$ cat src/sv/rvs_pkg.sv
// Package for the radial vignette shader.
// Holds shared types, widths and fixed-point constants; no dependencies.
`default_nettype none
package rvs_pkg;

  localparam int MAX_SIDE    = 4096;
  localparam int DIV_STAGES  = 32;
  localparam int SQRT_STAGES = 17;

  localparam logic [16:0] ONE_Q16     = 17'h10000;
  localparam logic [16:0] HALF_Q16    = 17'h08000;
  localparam logic [13:0] DIST_SCALE  = 14'd10000;
  localparam logic [23:0] ROUND_PCT   = 24'd50;
  // floor(x / 100) = (x * RECIP_100) >> RECIP_SHIFT for x < 2^23
  localparam logic [23:0] RECIP_100   = 24'd10737419;
  localparam int          RECIP_SHIFT = 30;

  typedef enum logic [1:0] {
    REG_WIDTH    = 2'd0,
    REG_HEIGHT   = 2'd1,
    REG_STRENGTH = 2'd2,
    REG_RADIUS   = 2'd3
  } reg_index_t;

  typedef struct packed {
    logic [12:0] width;
    logic [12:0] height;
    logic [6:0]  strength;
    logic [7:0]  radius;
  } cfg_t;

  typedef struct packed {
    logic [7:0] red;
    logic [7:0] green;
    logic [7:0] blue;
    logic [7:0] alpha;
  } pix_t;

  typedef struct packed {
    logic        valid;
    logic        sat;
    logic [41:0] den;
    logic [42:0] rem;
    logic [33:0] quo;
    pix_t        pix;
  } div_t;

  typedef struct packed {
    logic        valid;
    logic        sat;
    logic [33:0] rad;
    logic [18:0] rem;
    logic [16:0] root;
    pix_t        pix;
  } sqr_t;

endpackage
`default_nettype wire

$ cat src/sv/rvs_sqrt.sv
// Digit-by-digit square root, one result bit per stage.
// Turns the Q2.32 squared ratio into d in Q1.16. Uses rvs_pkg.
`default_nettype none
module rvs_sqrt (
  input  wire logic          clk,
  input  wire logic          rst,
  input  wire logic          en,
  input  wire rvs_pkg::div_t din,
  output rvs_pkg::sqr_t      dout
);

  rvs_pkg::sqr_t start;
  rvs_pkg::sqr_t stg [rvs_pkg::SQRT_STAGES];
  rvs_pkg::sqr_t nxt [rvs_pkg::SQRT_STAGES];

  always_comb begin
    start.valid = din.valid;
    start.sat   = din.sat;
    start.rad   = din.quo;
    start.rem   = 19'd0;
    start.root  = 17'd0;
    start.pix   = din.pix;
    for (int i = 0; i < rvs_pkg::SQRT_STAGES; i++) begin
      logic [20:0] remx;
      logic [20:0] trial;
      rvs_pkg::sqr_t src;
      src = (i == 0) ? start : stg[(i == 0) ? 0 : i - 1];
      remx  = {src.rem, src.rad[33:32]};
      trial = {2'b00, src.root[16:0], 2'b01};
      nxt[i] = src;
      nxt[i].rad = {src.rad[31:0], 2'b00};
      if (remx >= trial) begin
        nxt[i].rem  = 19'(remx - trial);
        nxt[i].root = {src.root[15:0], 1'b1};
      end else begin
        nxt[i].rem  = remx[18:0];
        nxt[i].root = {src.root[15:0], 1'b0};
      end
    end
  end

  always_ff @(posedge clk) begin
    if (rst) begin
      for (int i = 0; i < rvs_pkg::SQRT_STAGES; i++) begin
        stg[i].valid <= 1'b0;
      end
    end else if (en) begin
      for (int i = 0; i < rvs_pkg::SQRT_STAGES; i++) begin
        stg[i] <= nxt[i];
      end
    end
  end

  assign dout = stg[rvs_pkg::SQRT_STAGES - 1];

endmodule
`default_nettype wire

$ cat config.mk
export PLATFORM = sky130hd
export DESIGN_NAME = rvs_sqrt
export DESIGN_NICKNAME = d
export VERILOG_FILES = /design/src/sv/rvs_pkg.sv /design/src/sv/rvs_sqrt.sv
export SDC_FILE = /design/constraint.sdc
export NUM_CORES = 2
export LEC_CHECK = 0
export ABC_CLOCK_PERIOD_IN_PS = 61100
export BUFFER_PORTS_ARGS = -buffer_cell sky130_fd_sc_hd__buf_4
export CORE_UTILIZATION = 60
export DETAILED_ROUTE_END_ITERATION = 16
export HOLD_SLACK_MARGIN = 0.1
export PLACE_DENSITY = 0.77
export SLEW_MARGIN = 20
export SYNTH_ARGS = -nofsm -noshare
export SYNTH_HDL_FRONTEND = slang
export SYNTH_SLANG_ARGS = --single-unit
export TNS_END_PERCENT = 1
$ cat constraint.sdc
create_clock -name clk -period 61.1 [get_ports clk]
set_input_delay 9.165 -clock clk [delete_from_list [all_inputs] [get_ports clk]]
set_output_delay 9.165 -clock clk [all_outputs]
set_load 0.03 [all_outputs]
==> impl_results.md <==
* Top-area cell type share of the netlist area at 65.4%
* Pre-antenna DRT Iters at 5
* Post-route setup TNS at 0 ns
* CP cell instances: buf_4, nand2b_4, inv_8, buf_4, buf_6, buf_4, and2_1
* Max clock buf depth at 3
* Rows at 115
* Initial antenna violation count at 0
* Vias per cell at 5.26
* Resized Gates After CTS at 0
* Biggest register: stg
* Logic pwr share at 7.3%
* Post-CTS Setup Repair Bufs at 0
* Via count at 32165
* Final nets at 5062
* Clock power share at 39.4%
* Clock tree root buffer cell: clkbuf_16
* Main synth FF type: edfxtp_1
* Place WS at 47.13 ns
* Number of flip-flops in the largest register at 1304
* Max_cap viols at 0
* Maximum operating frequency at 77.7 MHz
* # diodes at 0
* Register area share after synthesis at 65.4%
* Hold_ws at 0.500 ns
* CTS clk-pin slew, worst paths at 0.06 ns
* Worst Skew at 0.0232 ns
* Endpoint class of the critical path: flip-flop
* RSZ-0062 raised after global routing: false
* Status: finished, final reports clean
* TritonCTS clock tree: yes
* Final slew viol count at 0
* Cts-stage hold buffer count at 0
* Post-synthesis async set-or-reset flop share at 0%
* Sw Pwr at 420 uW
* Worst hold path depth at 1
* Vias in the first global route at 30692
* Layout cells sized above 1 at 7.89%
* Critical path launch point type: primary input
* Main area contributors after synthesis: edfxtp_1, and2_1, ha_1
* Max H-tree Level at 4
* First-pass GRT wire length at 142 mm
* Layout area overhead at 9.59%
* Cell count along the critical path at 7
* Crit path setup slack, layout at 48.22 ns
* Synth warnings at 0
* CORE AREA at 98600 sq um
* Period utilisation layout at 21.1%
* Max incr delay on CP at 0.90 ns
* Switching Fraction at 21.5%
* Hold crit path type: flip-flop to flip-flop
* Grt ovf at 0
* Largest net degree at the start of global routing at 291
* Crit-path slowest cell: buf_4
* Core Util, Final at 66.5%
* Crit-path most repeated cell: buf_4
* IO Port Bufs at 140
* Syn_area_per_cell at 12.7 sq um
* Flop pwr share at 53.2%
* Critical path class: primary input to flip-flop
* Synth cell types at 86
* Hold Fails Final Rpt at 0
* Synthesis-stage register bit count at 1304
* Cell Area, Synth at 59800 sq um
* Die area at 101000 sq um
* HPWL after detailed placement at 54.6 mm
* Fin crit period at 12.88 ns
* Actual slew at the worst max-slew pin at 1.13 ns
* Clk sinks at 1304
* Crit path buf inv count at 5
* PD cells at 29.8 nW/um^2
* Internal power at 1.53 mW
* Post-route ant nets at 0
* Post-synth top area cell: edfxtp_1
* Post-synth EDFFs at 1304
* Synth Instances at 4693
* Cell count of the worst reg-to-reg path at 6
* Width of the die at 318 microns
* Worst EP required at 61.69 ns
* Die Y at 318 microns
* WL per Instance at 14.2 microns
* Max VDD drop at 0.0000297 V
* Largest regs: stg: 1304 flops
* Starting DRT DRC Count at 2200
* Post-route cell area at 65600 sq um
* Skew-Pair Late Insertion Delay at 0.73 ns
* Filler cells at 6968
* RD Place Congestion at 0.898
* Total I/O pin count at 260
* # DRC at 0
* Final WL at 86.7 mm
* Top delay family on crit path: buffers and inverters
* Worst rel slew slack at 24.5%
* Critical path arrival at 13.46 ns
* Starting Density at 60.7%
* Total CTS buffers at 135
* Post-place instance area at 61400 sq um
* Critical Path Fanout Max at 166
* Setup Viol. Count Final at 0
* Static leakage power at 24.3 nW
* Overall Global Routing Usage at 17.0%
## placed cells by master, fill, tap and decap left out, types with 45 or more instances in the layout
cell       count
edfxtp_1    1304
and2_1       860
nor2_1       428
inv_1        210
nand2_1      203
a21oi_1      188
ha_1         173
buf_4        154
clkbuf_16    139
xnor2_1      112
o21ai_0       90
nand3_1       63
mux2i_1       63
nor3_1        62
xor2_1        52
o21a_1        49
a21o_1        45
## final cells by class
| cell class | count | area [sq um] | area share [%] |
|---|---|---|---|
| inverter | 211 | 800 | 1.22 |
| multi-input combinational | 2918 | 18500 | 28.2 |
| clock inverter | 58 | 529 | 0.807 |
| clock buffer | 174 | 3610 | 5.50 |
| sequential | 1304 | 39200 | 59.7 |
| tap | 1287 | 1610 | 2.46 |
| timing repair buffer | 163 | 1340 | 2.05 |
## synthesized netlist by cell type, types with 10 or more instances
master / n
ha_1: 173
nor4_1: 36
and3_1: 13
o211ai_1: 14
a21o_1: 45
xnor2_1: 112
edfxtp_1: 1304
mux2i_1: 63
nand3b_1: 10
nor2_1: 428
nor3_1: 63
nor2b_1: 26
o31ai_1: 18
nand3_1: 63
a31oi_1: 11
o22ai_1: 11
or4_1: 27
buf_4: 105
clkbuf_1: 179
or2_2: 14
a21boi_0: 16
a211oi_1: 36
o41ai_1: 14
nand2b_1: 31
xor2_1: 52
and2_1: 860
o21ai_0: 90
a21oi_1: 188
or3_1: 44
nand4_1: 33
nand2_1: 203
o21a_1: 49
inv_1: 211
## worst paths after layout
kind	from	to	slack (ns)
worst max register to register	stg[0][359]	stg[0][469]	57.73
worst min register to register	stg[0][1554]	stg[0][1656]	0.50
worst min-delay path	stg[0][1554]	stg[0][1656]	0.50
worst max-delay path	rst	stg[0][419]	48.22
## routing by layer
layer	global-route usage, %	share of wire [%]	vias up
met1	19.9	42	14595
met3	3.01	3.8	238
met4	8.76	4.0	0
met2	29.9	50	676
li1	-	-	16656
met5	0	0	-
## kinds of logic after synthesis
family | share of synthesized area (%)
xor+xnor | 2.40
compound gates | 6.16
mux | 1.09
fa+ha+maj | 3.62
buf+inv | 3.86
other cells | 0.00627
flops | 65.4
simple gates | 17.4
## stage by stage
step           power [mW]  cells
6_report             1.95   6115
5_1_grt              2.03   6115
3_3_place_gp         1.19   5881
4_1_cts              1.97   6113
3_5_place_dp         1.20   5881
2_1_floorplan        1.23   4727
## power groups by stage
stage / registers, mW / clock network (mW) / logic [mW]
floorplan: 1.12 / 0 / 0.117
global placement: 1.06 / 0 / 0.138
detailed placement: 1.06 / 0 / 0.142
CTS: 1.04 / 0.791 / 0.143
global route: 1.04 / 0.825 / 0.160
finish: 1.04 / 0.770 / 0.143
(Power assumes the default switching activity.)
