[src/sv/rvs_pkg.sv]
// Package for the radial vignette shader.
// Holds shared types, widths and fixed-point constants; no dependencies.
`default_nettype none
package rvs_pkg;

  localparam int MAX_SIDE    = 4096;
  localparam int DIV_STAGES  = 32;
  localparam int SQRT_STAGES = 17;

  localparam logic [16:0] ONE_Q16     = 17'h10000;
  localparam logic [16:0] HALF_Q16    = 17'h08000;
  localparam logic [13:0] DIST_SCALE  = 14'd10000;
  localparam logic [23:0] ROUND_PCT   = 24'd50;
  // floor(x / 100) = (x * RECIP_100) >> RECIP_SHIFT for x < 2^23
  localparam logic [23:0] RECIP_100   = 24'd10737419;
  localparam int          RECIP_SHIFT = 30;

  typedef enum logic [1:0] {
    REG_WIDTH    = 2'd0,
    REG_HEIGHT   = 2'd1,
    REG_STRENGTH = 2'd2,
    REG_RADIUS   = 2'd3
  } reg_index_t;

  typedef struct packed {
    logic [12:0] width;
    logic [12:0] height;
    logic [6:0]  strength;
    logic [7:0]  radius;
  } cfg_t;

  typedef struct packed {
    logic [7:0] red;
    logic [7:0] green;
    logic [7:0] blue;
    logic [7:0] alpha;
  } pix_t;

  typedef struct packed {
    logic        valid;
    logic        sat;
    logic [41:0] den;
    logic [42:0] rem;
    logic [33:0] quo;
    pix_t        pix;
  } div_t;

  typedef struct packed {
    logic        valid;
    logic        sat;
    logic [33:0] rad;
    logic [18:0] rem;
    logic [16:0] root;
    pix_t        pix;
  } sqr_t;

endpackage
`default_nettype wire

[src/sv/rvs_gain.sv]
// Knee, strength scaling and per-channel gain multiply with the output
// register. Uses rvs_pkg.
`default_nettype none
module rvs_gain (
  input  wire logic          clk,
  input  wire logic          rst,
  input  wire logic          en,
  input  wire logic [6:0]    strength,
  input  wire rvs_pkg::sqr_t din,
  output logic               result_valid,
  output logic [7:0]         out_red,
  output logic [7:0]         out_green,
  output logic [7:0]         out_blue,
  output logic [7:0]         out_alpha
);

  logic [16:0] t, diff, sub;
  logic [24:0] r_sc, g_sc, b_sc;

  logic          v1, v2, v3;
  logic [23:0]   x1;
  logic [47:0]   p2;
  logic [16:0]   gain3;
  rvs_pkg::pix_t pix1, pix2, pix3;

  always_comb begin
    diff = din.root - rvs_pkg::HALF_Q16;
    if (din.sat) begin
      t = rvs_pkg::ONE_Q16;
    end else if (din.root <= rvs_pkg::HALF_Q16) begin
      t = 17'd0;
    end else if (diff > rvs_pkg::ONE_Q16) begin
      t = rvs_pkg::ONE_Q16;
    end else begin
      t = diff;
    end
    sub  = p2[rvs_pkg::RECIP_SHIFT +: 17];
    r_sc = 25'(pix3.red)   * 25'(gain3) + 25'h8000;
    g_sc = 25'(pix3.green) * 25'(gain3) + 25'h8000;
    b_sc = 25'(pix3.blue)  * 25'(gain3) + 25'h8000;
  end

  always_ff @(posedge clk) begin
    if (rst) begin
      v1 <= 1'b0;
      v2 <= 1'b0;
      v3 <= 1'b0;
      result_valid <= 1'b0;
    end else if (en) begin
      v1 <= din.valid;
      v2 <= v1;
      v3 <= v2;
      result_valid <= v3;
    end
  end

  always_ff @(posedge clk) begin
    if (en) begin
      x1 <= 24'(strength) * 24'(t) + rvs_pkg::ROUND_PCT;
      pix1 <= din.pix;
      p2 <= 48'(x1) * 48'(rvs_pkg::RECIP_100);
      pix2 <= pix1;
      gain3 <= (sub >= rvs_pkg::ONE_Q16) ? 17'd0 : rvs_pkg::ONE_Q16 - sub;
      pix3 <= pix2;
      out_red   <= r_sc[23:16];
      out_green <= g_sc[23:16];
      out_blue  <= b_sc[23:16];
      out_alpha <= pix3.alpha;
    end
  end

endmodule
`default_nettype wire
[config.mk]
export PLATFORM = sky130hd
export DESIGN_NAME = rvs_gain
export DESIGN_NICKNAME = d
export VERILOG_FILES = /design/src/sv/rvs_pkg.sv /design/src/sv/rvs_gain.sv
export SDC_FILE = /design/constraint.sdc
export NUM_CORES = 2
export LEC_CHECK = 0
export BUFFER_PORTS_ARGS = -buffer_cell sky130_fd_sc_hd__buf_2
export CAP_MARGIN = 20
export CORE_UTILIZATION = 35
export CTS_CLUSTER_SIZE = 25
export DETAILED_ROUTE_END_ITERATION = 12
export SLEW_MARGIN = 10
export SYNTH_ARGS = -nofsm -noshare
export SYNTH_HDL_FRONTEND = slang
export SYNTH_SLANG_ARGS = --single-unit
[constraint.sdc]
create_clock -name clk -period 8.3 [get_ports clk]
set_input_delay 0.415 -clock clk [delete_from_list [all_inputs] [get_ports clk]]
set_output_delay 0.415 -clock clk [all_outputs]
set_load 0.005 [all_outputs]
==> flow_summary.toml <==
[outcome]
status = "finished clean"

[cells_and_area]
n_fill_cell = 9031
final_nets = 4335
drive_above_1_share_pct = 4.75
antennaDiodeCount = 0
regArea_mm2 = 0.00567
area_growth_pct = 7.17
multiInputGateArea_mm2 = 0.0233

[clocking]
clockBufferDepth = 2
cts_tree = "built"
clkTransAtPathRegs_ns = 0.08
htreeDepth = 4
clockRootBuffer = "clkbuf_16"
cts_setup_buffers = 0
numCtsBuffers = 17
cts_sinks = 190
cts_resized = 0
hold_buffers = 0
clk_latency_ns = 0.48

[grt]
grt_pass1_wl_mm = 114
grt_max_degree = 71
antenna_found_initial = 2
grt_use_total_pct = 15.3
grt.overflow.total = 0
grt_pass1_vias = 22200

[sta]
skew_ns = 0.0169
fmax_mhz = 140
maxSlewHeadroom_pct = 26.3
final-setup-viol-count = 0
finalCriticalPeriod_ns = 7.13
period_share_pct = 85.9
finalMaxSlewViolations = 0
rsz0062_at_grt = "no"
tightest_slew_ns = 1.11
fin_tns_setup_ns = 0
report.final.hold_viol_count = 0

[routing]
wl_mm = 67.3
drt-initial-drc-count = 916
drc = 0
wl_per_cell_um = 15.4
dr.pass1.iters = 7
avgViaCountPerCell = 4.63
ant_nets = 0
dr_total_vias = 20200

[die]
rows = 111
die_height_um = 306
die_width_um = 306
dieArea_mm2 = 0.0936
core_area_mm2 = 0.0915
start_util_pct = 35.3
io_pins = 147

[worst_setup_path]
slowest_delay_ns = 0.63
crit_slowest_cell = "edfxtp_1"
path_cells = "ha_1, fa_1, inv_1, fa_1, inv_1, fa_1, fa_1, fa_1, inv_1, fa_1, inv_1, ha_1, and3_1, and3_1, nand4_1, a211oi_1, o21ai_0, o21ai_1, nor4_1, nor3_1, xor2_1"
path_buf_inv = 4
end_kind = "flop"
cp.required_ns = 8.53
critPathLaunchType = "flop"
crit_family = "adder cells"
critPathArrivalTime_ns = 7.36
path_max_fanout = 9
critPathKind = "reg2reg"
cpMostUsedCell = "fa_1"

[synth]
netlist_top_cells_area = "fa_1 35%, ha_1 19%, edfxtp_1 17%"
synth_seq_area_share_pct = 17.5
synth.cell_area_mm2 = 0.0323
yosys.area.top_type = "fa_1"
async_flop_share_pct = 0
avgSynthCellArea_um2 = 10.3
syn-num-nets = 4302
synth-seq-cells = 190
yosys_warnings = 0
synth_top_cell_area_share_pct = 35.0
synth_cell_types = 63
ys.flop_type = "edfxtp_1"
synth-edff-count = 186
syn_inst = 3135

[place]
routabilityCongestion = 0.872
dp_hpwl_mm = 53.6
portBuffers = 93

[job]
drv_cap = 0

[hold_path]
hold_path.class = "in2reg"
-- state kept, by name, summed over array words and instances (netlist names), 8 cells and up --
signal	cells
pix1	32
pix2	32
pix3	32
x1	24
gain3	17
p2	17
out_alpha	8
out_blue	8
out_green	8
out_red	8
-- per-layer routing --
metal | wire length [um] | vias up | track usage, %
li1 | - | 9785 | -
met1 | 31800 | 10200 | 20.7
met2 | 32800 | 217 | 26.1
met3 | 1690 | 46 | 1.83
met4 | 1010 | 0 | 3.74
met5 | 0 | - | 0
-- kinds of logic (layout without fill, tap and decap cells) --
group | Yosys count | count (layout) | synth area share (%)
AO/OA/AOI/OAI | 198 | 198 | 4.09
buffers and inverters | 885 | 931 | 10.3
multiplexers | 4 | 4 | 0.124
adder cells (fa/ha/maj) | 1053 | 1053 | 53.9
flip-flops | 190 | 190 | 17.5
XOR/XNOR | 85 | 85 | 2.30
AND/OR/NAND/NOR | 720 | 720 | 11.8
-- area by class of cell --
type | count | share of cell area [%]
inverters | 793 | 8.59
multi-input cells | 2060 | 67.4
clock buffers | 18 | 1.24
repair buffers | 106 | 1.65
well taps | 1186 | 4.28
flip-flops and latches | 190 | 16.3
clock inverters | 14 | 0.509
-- layout by cell type, fill, tap and decap left out, types with 17 or more instances in the layout --
cell         n
a21o_1      35
a21oi_1     62
and2_1     241
and3_1     111
buf_2       92
clkbuf_16   17
edfxtp_1   186
fa_1       566
ha_1       487
inv_1      793
nand2_1    206
nand3_1     17
nor2_1      63
nor3_1      23
o21ai_0     32
xnor2_1     53
xor2_1      32
-- stage by stage --
stage                     worst slack, ns  util, %  hold WS (ns)  std cells  cell area [um^2]
final                                1.17     37.9        0.0963       4367             34700
after global routing                0.888     37.9        0.0611       4367             34700
after CTS                            1.20     37.9        0.0445       4367             34700
after detailed placement             1.23     37.2         0.405       4335             34000
after global placement               1.23     37.2         0.400       4335             34000
after floorplan                      1.85        -         0.400       3135             32300
-- worst reg2reg max path: cells and delay by family, from the launching register on --
family / cells / cell delay [ns]
AOI/OAI and AO/OA: 3 / 1.23
xor gates and xnor gates: 1 / 0.09
adders and majority gates: 8 / 3.83
buffers and inverters: 4 / 0.23
DFF: 1 / 0.63
and+or+nand+nor: 5 / 0.87
-- cell usage after synthesis, drive strengths merged, types with 32 or more instances --
cell type  number
xor2           32
nor2           63
a21o           35
and2          241
nand2         206
xnor2          53
a21oi          63
and3          111
fa            566
ha            487
o21ai          33
inv           793
clkbuf         90
edfxtp        186
-- path summary, 6_finish.rpt --
| check | startpoint | endpoint | slack, ns | cells after the start |
|---|---|---|---|---|
| worst max-delay path | x1[16]$_DFFE_PP_ | p2[44]$_DFFE_PP_ | 1.17 | 21 |
| worst min-delay path | din[0] | pix1[0]$_DFFE_PP_ | 0.1 | 1 |
| worst max register to register | x1[16]$_DFFE_PP_ | p2[44]$_DFFE_PP_ | 1.17 | 21 |
| worst min register to register | pix2[27]$_DFFE_PP_ | pix3[27]$_DFFE_PP_ | 0.42 | 0 |
Power is left out: the tool's default activity adds up to more than one toggle a clock period on the data nets, which glitch-free logic cannot reach.
