--- config.mk ---
export PLATFORM = sky130hd
export DESIGN_NAME = rvs_front
export DESIGN_NICKNAME = d
export VERILOG_FILES = /design/src/sv/rvs_pkg.sv /design/src/sv/rvs_front.sv
export SDC_FILE = /design/constraint.sdc
export NUM_CORES = 2
export LEC_CHECK = 0
export BUFFER_PORTS_ARGS = -buffer_cell sky130_fd_sc_hd__buf_2
export CELL_PAD_IN_SITES_DETAIL_PLACEMENT = 1
export CELL_PAD_IN_SITES_GLOBAL_PLACEMENT = 1
export CORE_AREA = 5 5 468 331
export DETAILED_ROUTE_END_ITERATION = 12
export DIE_AREA = 0 0 473 336
export MAX_ROUTING_LAYER = met4
export PLACE_DENSITY = 0.7
export RECOVER_POWER = 100
export SLEW_MARGIN = 5
export SYNTH_ARGS = -nofsm -noshare
export SYNTH_HDL_FRONTEND = slang
export SYNTH_SLANG_ARGS = --single-unit
--- constraint.sdc ---
create_clock -name clk -period 47.9 [get_ports clk]
set_input_delay 0 -clock clk [delete_from_list [all_inputs] [get_ports clk]]
set_output_delay 0 -clock clk [all_outputs]
set_load 0.1 [all_outputs]
--- src/sv/rvs_pkg.sv ---
// Package for the radial vignette shader.
// Holds shared types, widths and fixed-point constants; no dependencies.
`default_nettype none
package rvs_pkg;

  localparam int MAX_SIDE    = 4096;
  localparam int DIV_STAGES  = 32;
  localparam int SQRT_STAGES = 17;

  localparam logic [16:0] ONE_Q16     = 17'h10000;
  localparam logic [16:0] HALF_Q16    = 17'h08000;
  localparam logic [13:0] DIST_SCALE  = 14'd10000;
  localparam logic [23:0] ROUND_PCT   = 24'd50;
  // floor(x / 100) = (x * RECIP_100) >> RECIP_SHIFT for x < 2^23
  localparam logic [23:0] RECIP_100   = 24'd10737419;
  localparam int          RECIP_SHIFT = 30;

  typedef enum logic [1:0] {
    REG_WIDTH    = 2'd0,
    REG_HEIGHT   = 2'd1,
    REG_STRENGTH = 2'd2,
    REG_RADIUS   = 2'd3
  } reg_index_t;

  typedef struct packed {
    logic [12:0] width;
    logic [12:0] height;
    logic [6:0]  strength;
    logic [7:0]  radius;
  } cfg_t;

  typedef struct packed {
    logic [7:0] red;
    logic [7:0] green;
    logic [7:0] blue;
    logic [7:0] alpha;
  } pix_t;

  typedef struct packed {
    logic        valid;
    logic        sat;
    logic [41:0] den;
    logic [42:0] rem;
    logic [33:0] quo;
    pix_t        pix;
  } div_t;

  typedef struct packed {
    logic        valid;
    logic        sat;
    logic [33:0] rad;
    logic [18:0] rem;
    logic [16:0] root;
    pix_t        pix;
  } sqr_t;

endpackage
`default_nettype wire

--- src/sv/rvs_front.sv ---
// Front end: centre distances, squared distance and reference, saturation
// test and the two integer quotient bits. Uses rvs_pkg.
`default_nettype none
module rvs_front (
  input  wire logic         clk,
  input  wire logic         rst,
  input  wire logic         en,
  input  wire rvs_pkg::cfg_t cfg,
  input  wire logic         pix_valid,
  input  wire logic [11:0]  column,
  input  wire logic [11:0]  row,
  input  wire rvs_pkg::pix_t pix,
  output rvs_pkg::div_t     dout
);

  logic [12:0] w, h, col2, row2, dx, dy;
  logic [25:0] wsq, hsq, dxsq, dysq;
  logic [15:0] rsq;
  logic [43:0] num_ext, den4_ext;
  logic [42:0] den2_ext, rem_a;
  logic        bit_hi, bit_lo;

  logic        v1, v2, v3, v4, v5;
  logic [12:0] dx1, dy1;
  logic [24:0] wsq1, hsq1;
  logic [15:0] rsq1, rsq2;
  logic [25:0] dxsq2, dysq2, sumwh2;
  logic [26:0] dsum3;
  logic [41:0] den3, den4, den5;
  logic [40:0] num4;
  logic        sat5, q1_5;
  logic [42:0] rem5;
  rvs_pkg::pix_t pix1, pix2, pix3, pix4, pix5;

  always_comb begin
    w = (cfg.width == 13'd0) ? 13'd1 :
        (cfg.width > 13'(rvs_pkg::MAX_SIDE)) ? 13'(rvs_pkg::MAX_SIDE) : cfg.width;
    h = (cfg.height == 13'd0) ? 13'd1 :
        (cfg.height > 13'(rvs_pkg::MAX_SIDE)) ? 13'(rvs_pkg::MAX_SIDE) : cfg.height;
    col2 = {column, 1'b0};
    row2 = {row, 1'b0};
    dx = (col2 >= w) ? col2 - w : w - col2;
    dy = (row2 >= h) ? row2 - h : h - row2;
    wsq = 26'(w) * 26'(w);
    hsq = 26'(h) * 26'(h);
    rsq = 16'(cfg.radius) * 16'(cfg.radius);
    dxsq = 26'(dx1) * 26'(dx1);
    dysq = 26'(dy1) * 26'(dy1);
    num_ext  = {3'b000, num4};
    den4_ext = {den4, 2'b00};
    den2_ext = {den4, 1'b0};
    bit_hi   = (43'(num4) >= den2_ext);
    rem_a    = bit_hi ? 43'(num4) - den2_ext : 43'(num4);
    bit_lo   = (rem5 >= 43'(den5));
  end

  always_ff @(posedge clk) begin
    if (rst) begin
      v1 <= 1'b0;
      v2 <= 1'b0;
      v3 <= 1'b0;
      v4 <= 1'b0;
      v5 <= 1'b0;
      dout.valid <= 1'b0;
    end else if (en) begin
      v1 <= pix_valid;
      v2 <= v1;
      v3 <= v2;
      v4 <= v3;
      v5 <= v4;
      dout.valid <= v5;

      dx1 <= dx;
      dy1 <= dy;
      wsq1 <= wsq[24:0];
      hsq1 <= hsq[24:0];
      rsq1 <= rsq;
      pix1 <= pix;

      dxsq2 <= dxsq;
      dysq2 <= dysq;
      sumwh2 <= 26'(wsq1) + 26'(hsq1);
      rsq2 <= rsq1;
      pix2 <= pix1;

      dsum3 <= 27'(dxsq2) + 27'(dysq2);
      den3 <= 42'(sumwh2) * 42'(rsq2);
      pix3 <= pix2;

      num4 <= 41'(dsum3) * 41'(rvs_pkg::DIST_SCALE);
      den4 <= den3;
      pix4 <= pix3;

      sat5 <= (den4 == 42'd0) || (num_ext >= den4_ext);
      q1_5 <= bit_hi;
      rem5 <= rem_a;
      den5 <= den4;
      pix5 <= pix4;

      dout.sat <= sat5;
      dout.den <= den5;
      dout.rem <= bit_lo ? rem5 - 43'(den5) : rem5;
      dout.quo <= {32'd0, q1_5, bit_lo};
      dout.pix <= pix5;
    end
  end

endmodule
`default_nettype wire

==> flow_summary.json <==
{
  "status": "complete, but fails checks",
  "violations": "max-capacitance violations, max-slew violations",
  "grt_use_total_pct": 21.4,
  "dpl.hpwl_mm": 131,
  "routed_wl_mm": 162,
  "drc": 0,
  "via_count": 44096,
  "port-buffer-count": 214,
  "min_delay_path_depth": 2,
  "clock.fmax_mhz": 76.7,
  "ios": 254,
  "netlist_instances": 6268,
  "tritoncts": "yes",
  "drive_gt1_share_pct": 3.86,
  "hold_path.class": "input port to flip-flop",
  "core_area_um2": 150000,
  "antenna_found_initial": 3,
  "clk-insertion-delay-late_ns": 0.68,
  "syn_to_final_growth_pct": 9.16,
  "die_w_um": 473,
  "finClkSkew_ns": 0.0229,
  "wl_met2_mm": 73.8,
  "dp_slack_ns": 40.71,
  "critical_path_class": "input port to flip-flop",
  "cts_resized": 0,
  "syn_area_um2": 67000,
  "critPathMaxFanout": 76,
  "fin_crit_sh_pct": 27.2,
  "synth_top_area_share_pct": 31.0,
  "final_cell_mix": "inv_1 (1263), fa_1 (793), ha_1 (739)",
  "ys_types": 76,
  "fp.dieH_um": 336,
  "dr.pass1.iters": 7,
  "seq_area_frac_synth_pct": 31.2,
  "grt_max_degree": 165,
  "die-area_um2": 159000,
  "fin_nets": 8182,
  "synth_area_leaders": "edfxtp_1 (31%), fa_1 (24%), ha_1 (14%), inv_1 (7.1%), xnor2_1 (3.0%)",
  "yosysTopAreaCell": "edfxtp_1",
  "clk_pin_slew_worst_paths_ns": 0.06,
  "place_congestion": 0.886,
  "r2r_cells": 20,
  "hold_viol": 0,
  "worst_setup_path_start_kind": "input port",
  "final_max_slew_viol_count": 812,
  "setup_slack_ns": 34.86,
  "required_ns": 48.08,
  "start_util_pct": 44.8,
  "timing.max_cap.violations": 12,
  "cts-root-buf": "clkbuf_16",
  "grt_pass1_vias": 48305,
  "drt_iter0_drc": 2314,
  "cp.arrival_ns": 13.22,
  "rows": 119,
  "cts_sinks": 698,
  "vias_per_cell": 5.13,
  "relSlewSlack_pct": -444,
  "setup_violations": 0,
  "ys_warn_count": 0,
  "layout_commonest_cell": "inv_1",
  "cts_buffers": 73,
  "wl_met3_mm": 6.17,
  "whs_ns": 0.0494,
  "highest_layer": "met4",
  "wl_per_cell_um": 18.8,
  "end_kind": "flip-flop",
  "grt_first_pass_wirelength_mm": 264,
  "rsz0062_at_grt": "no",
  "globalRouteOverflowTotal": 0,
  "async_reset_ff_share_pct": 0,
  "synth_seq_cells": 698,
  "post-route-min-period_ns": 13.04,
  "fin_setup_tns_ns": 0,
  "clockBufferDepth": 3,
  "synth_edf_count": 692,
  "htreeDepth": 3,
  "syn_avg_cell_area_um2": 10.7,
  "ant_nets": 0,
  "drt-met1-wl_mm": 79.1,
  "tightest_slew_ns": 8.15,
  "ys.flop_type": "edfxtp_1"
}
cells in the mapped netlist (29+ instances only):
library cell,instances
nand2_1,487
o21ai_0,114
o21a_1,34
a21oi_1,296
a21o_1,146
nor2_1,259
and3_1,29
xnor2_1,232
nor3_1,59
nand3_1,46
clkbuf_1,146
edfxtp_1,692
nand2b_1,39
fa_1,793
o21bai_1,31
nand4_1,36
buf_4,33
inv_1,1263
nor2b_1,77
xor2_1,85
and2_1,304
ha_1,739
cell type report:
| class | count | area [um2] |
|---|---|---|
| Antenna cell | 1 | 2.50 |
| Multi-Input combinational cell | 4177 | 40700 |
| Clock buffer | 97 | 1940 |
| Timing Repair Buffer | 334 | 1940 |
| Inverter | 1265 | 4750 |
| Sequential cell | 698 | 20900 |
| Tap cell | 1996 | 2500 |
| Clock inverter | 36 | 428 |
| Fill cell | 16441 | 76600 |
cell families (layout without fill, tap and decap cells):
family                   count (synthesis)  after routing  synth area share, %
adder cells (fa/ha/maj)               1532           1532                 37.5
buffers and inverters                 1460           1732                 8.41
AND/OR/NAND/NOR                       1392           1392                 10.1
multiplexers                            69             69                 1.13
other                                    2             70               0.0112
AO/OA/AOI/OAI                          798            798                 7.61
XOR/XNOR                               317            317                 4.14
flip-flops                             698            698                 31.2
routing by layer:
| metal | global-route usage, % | vias up |
|---|---|---|
| li1 | - | 20818 |
| met1 | 30.6 | 22361 |
| met2 | 33.6 | 779 |
| met3 | 2.45 | 138 |
| met4 | 3.80 | 0 |
| met5 | - | - |
critical path, cell delays in order:
cell	delay (ns)
dlygate4sd3_1	0.55
clkbuf_1	0.38
nor2b_1	1.46
clkbuf_1	2.80
clkbuf_1	2.25
clkbuf_1	2.66
clkbuf_1	2.89
flip-flops by register name, summed over array words and instances (netlist names), 13 cells and up:
| name | cells |
|---|---|
| dx1 | 13 |
| hsq1 | 23 |
| rsq2 | 15 |
| dy1 | 13 |
| den5 | 42 |
| dxsq2 | 25 |
| rem5 | 42 |
| dsum3 | 27 |
| dysq2 | 25 |
| den3 | 42 |
| wsq1 | 23 |
| dout | 121 |
| num4 | 37 |
| rsq1 | 15 |
| sumwh2 | 26 |
| pix1 | 32 |
| pix5 | 32 |
| pix2 | 32 |
| pix3 | 32 |
| den4 | 42 |
| pix4 | 32 |
what timing repair did:
action,4_1_cts,5_1_grt
hold buffers,72,1
setup endpoints to repair,0,0
hold endpoints to repair,80,1
setup buffers,0,0
stage by stage:
step	cell area (um2)	cells	util [%]
2_1_floorplan	67300	6335	-
3_3_place_gp	70400	8397	47.0
3_5_place_dp	70400	8397	47.0
4_1_cts	73400	8602	49.0
5_1_grt	73200	8603	48.9
6_report	73200	8604	48.9
path summary, 6_finish.rpt:
path | slack (ns) | startpoint | end
max | 34.86 | en | rsq1[4]$_DFFE_PP_
min | 0.05 | pix[6] | pix1[6]$_DFFE_PP_
max reg2reg | 40.60 | rsq2[13]$_DFFE_PP_ | den3[41]$_DFFE_PP_
min reg2reg | 0.40 | den3[15]$_DFFE_PP_ | den4[15]$_DFFE_PP_
Power is not shown: default switching activity piles up to over one toggle a cycle in this logic, so the estimate is an artifact.
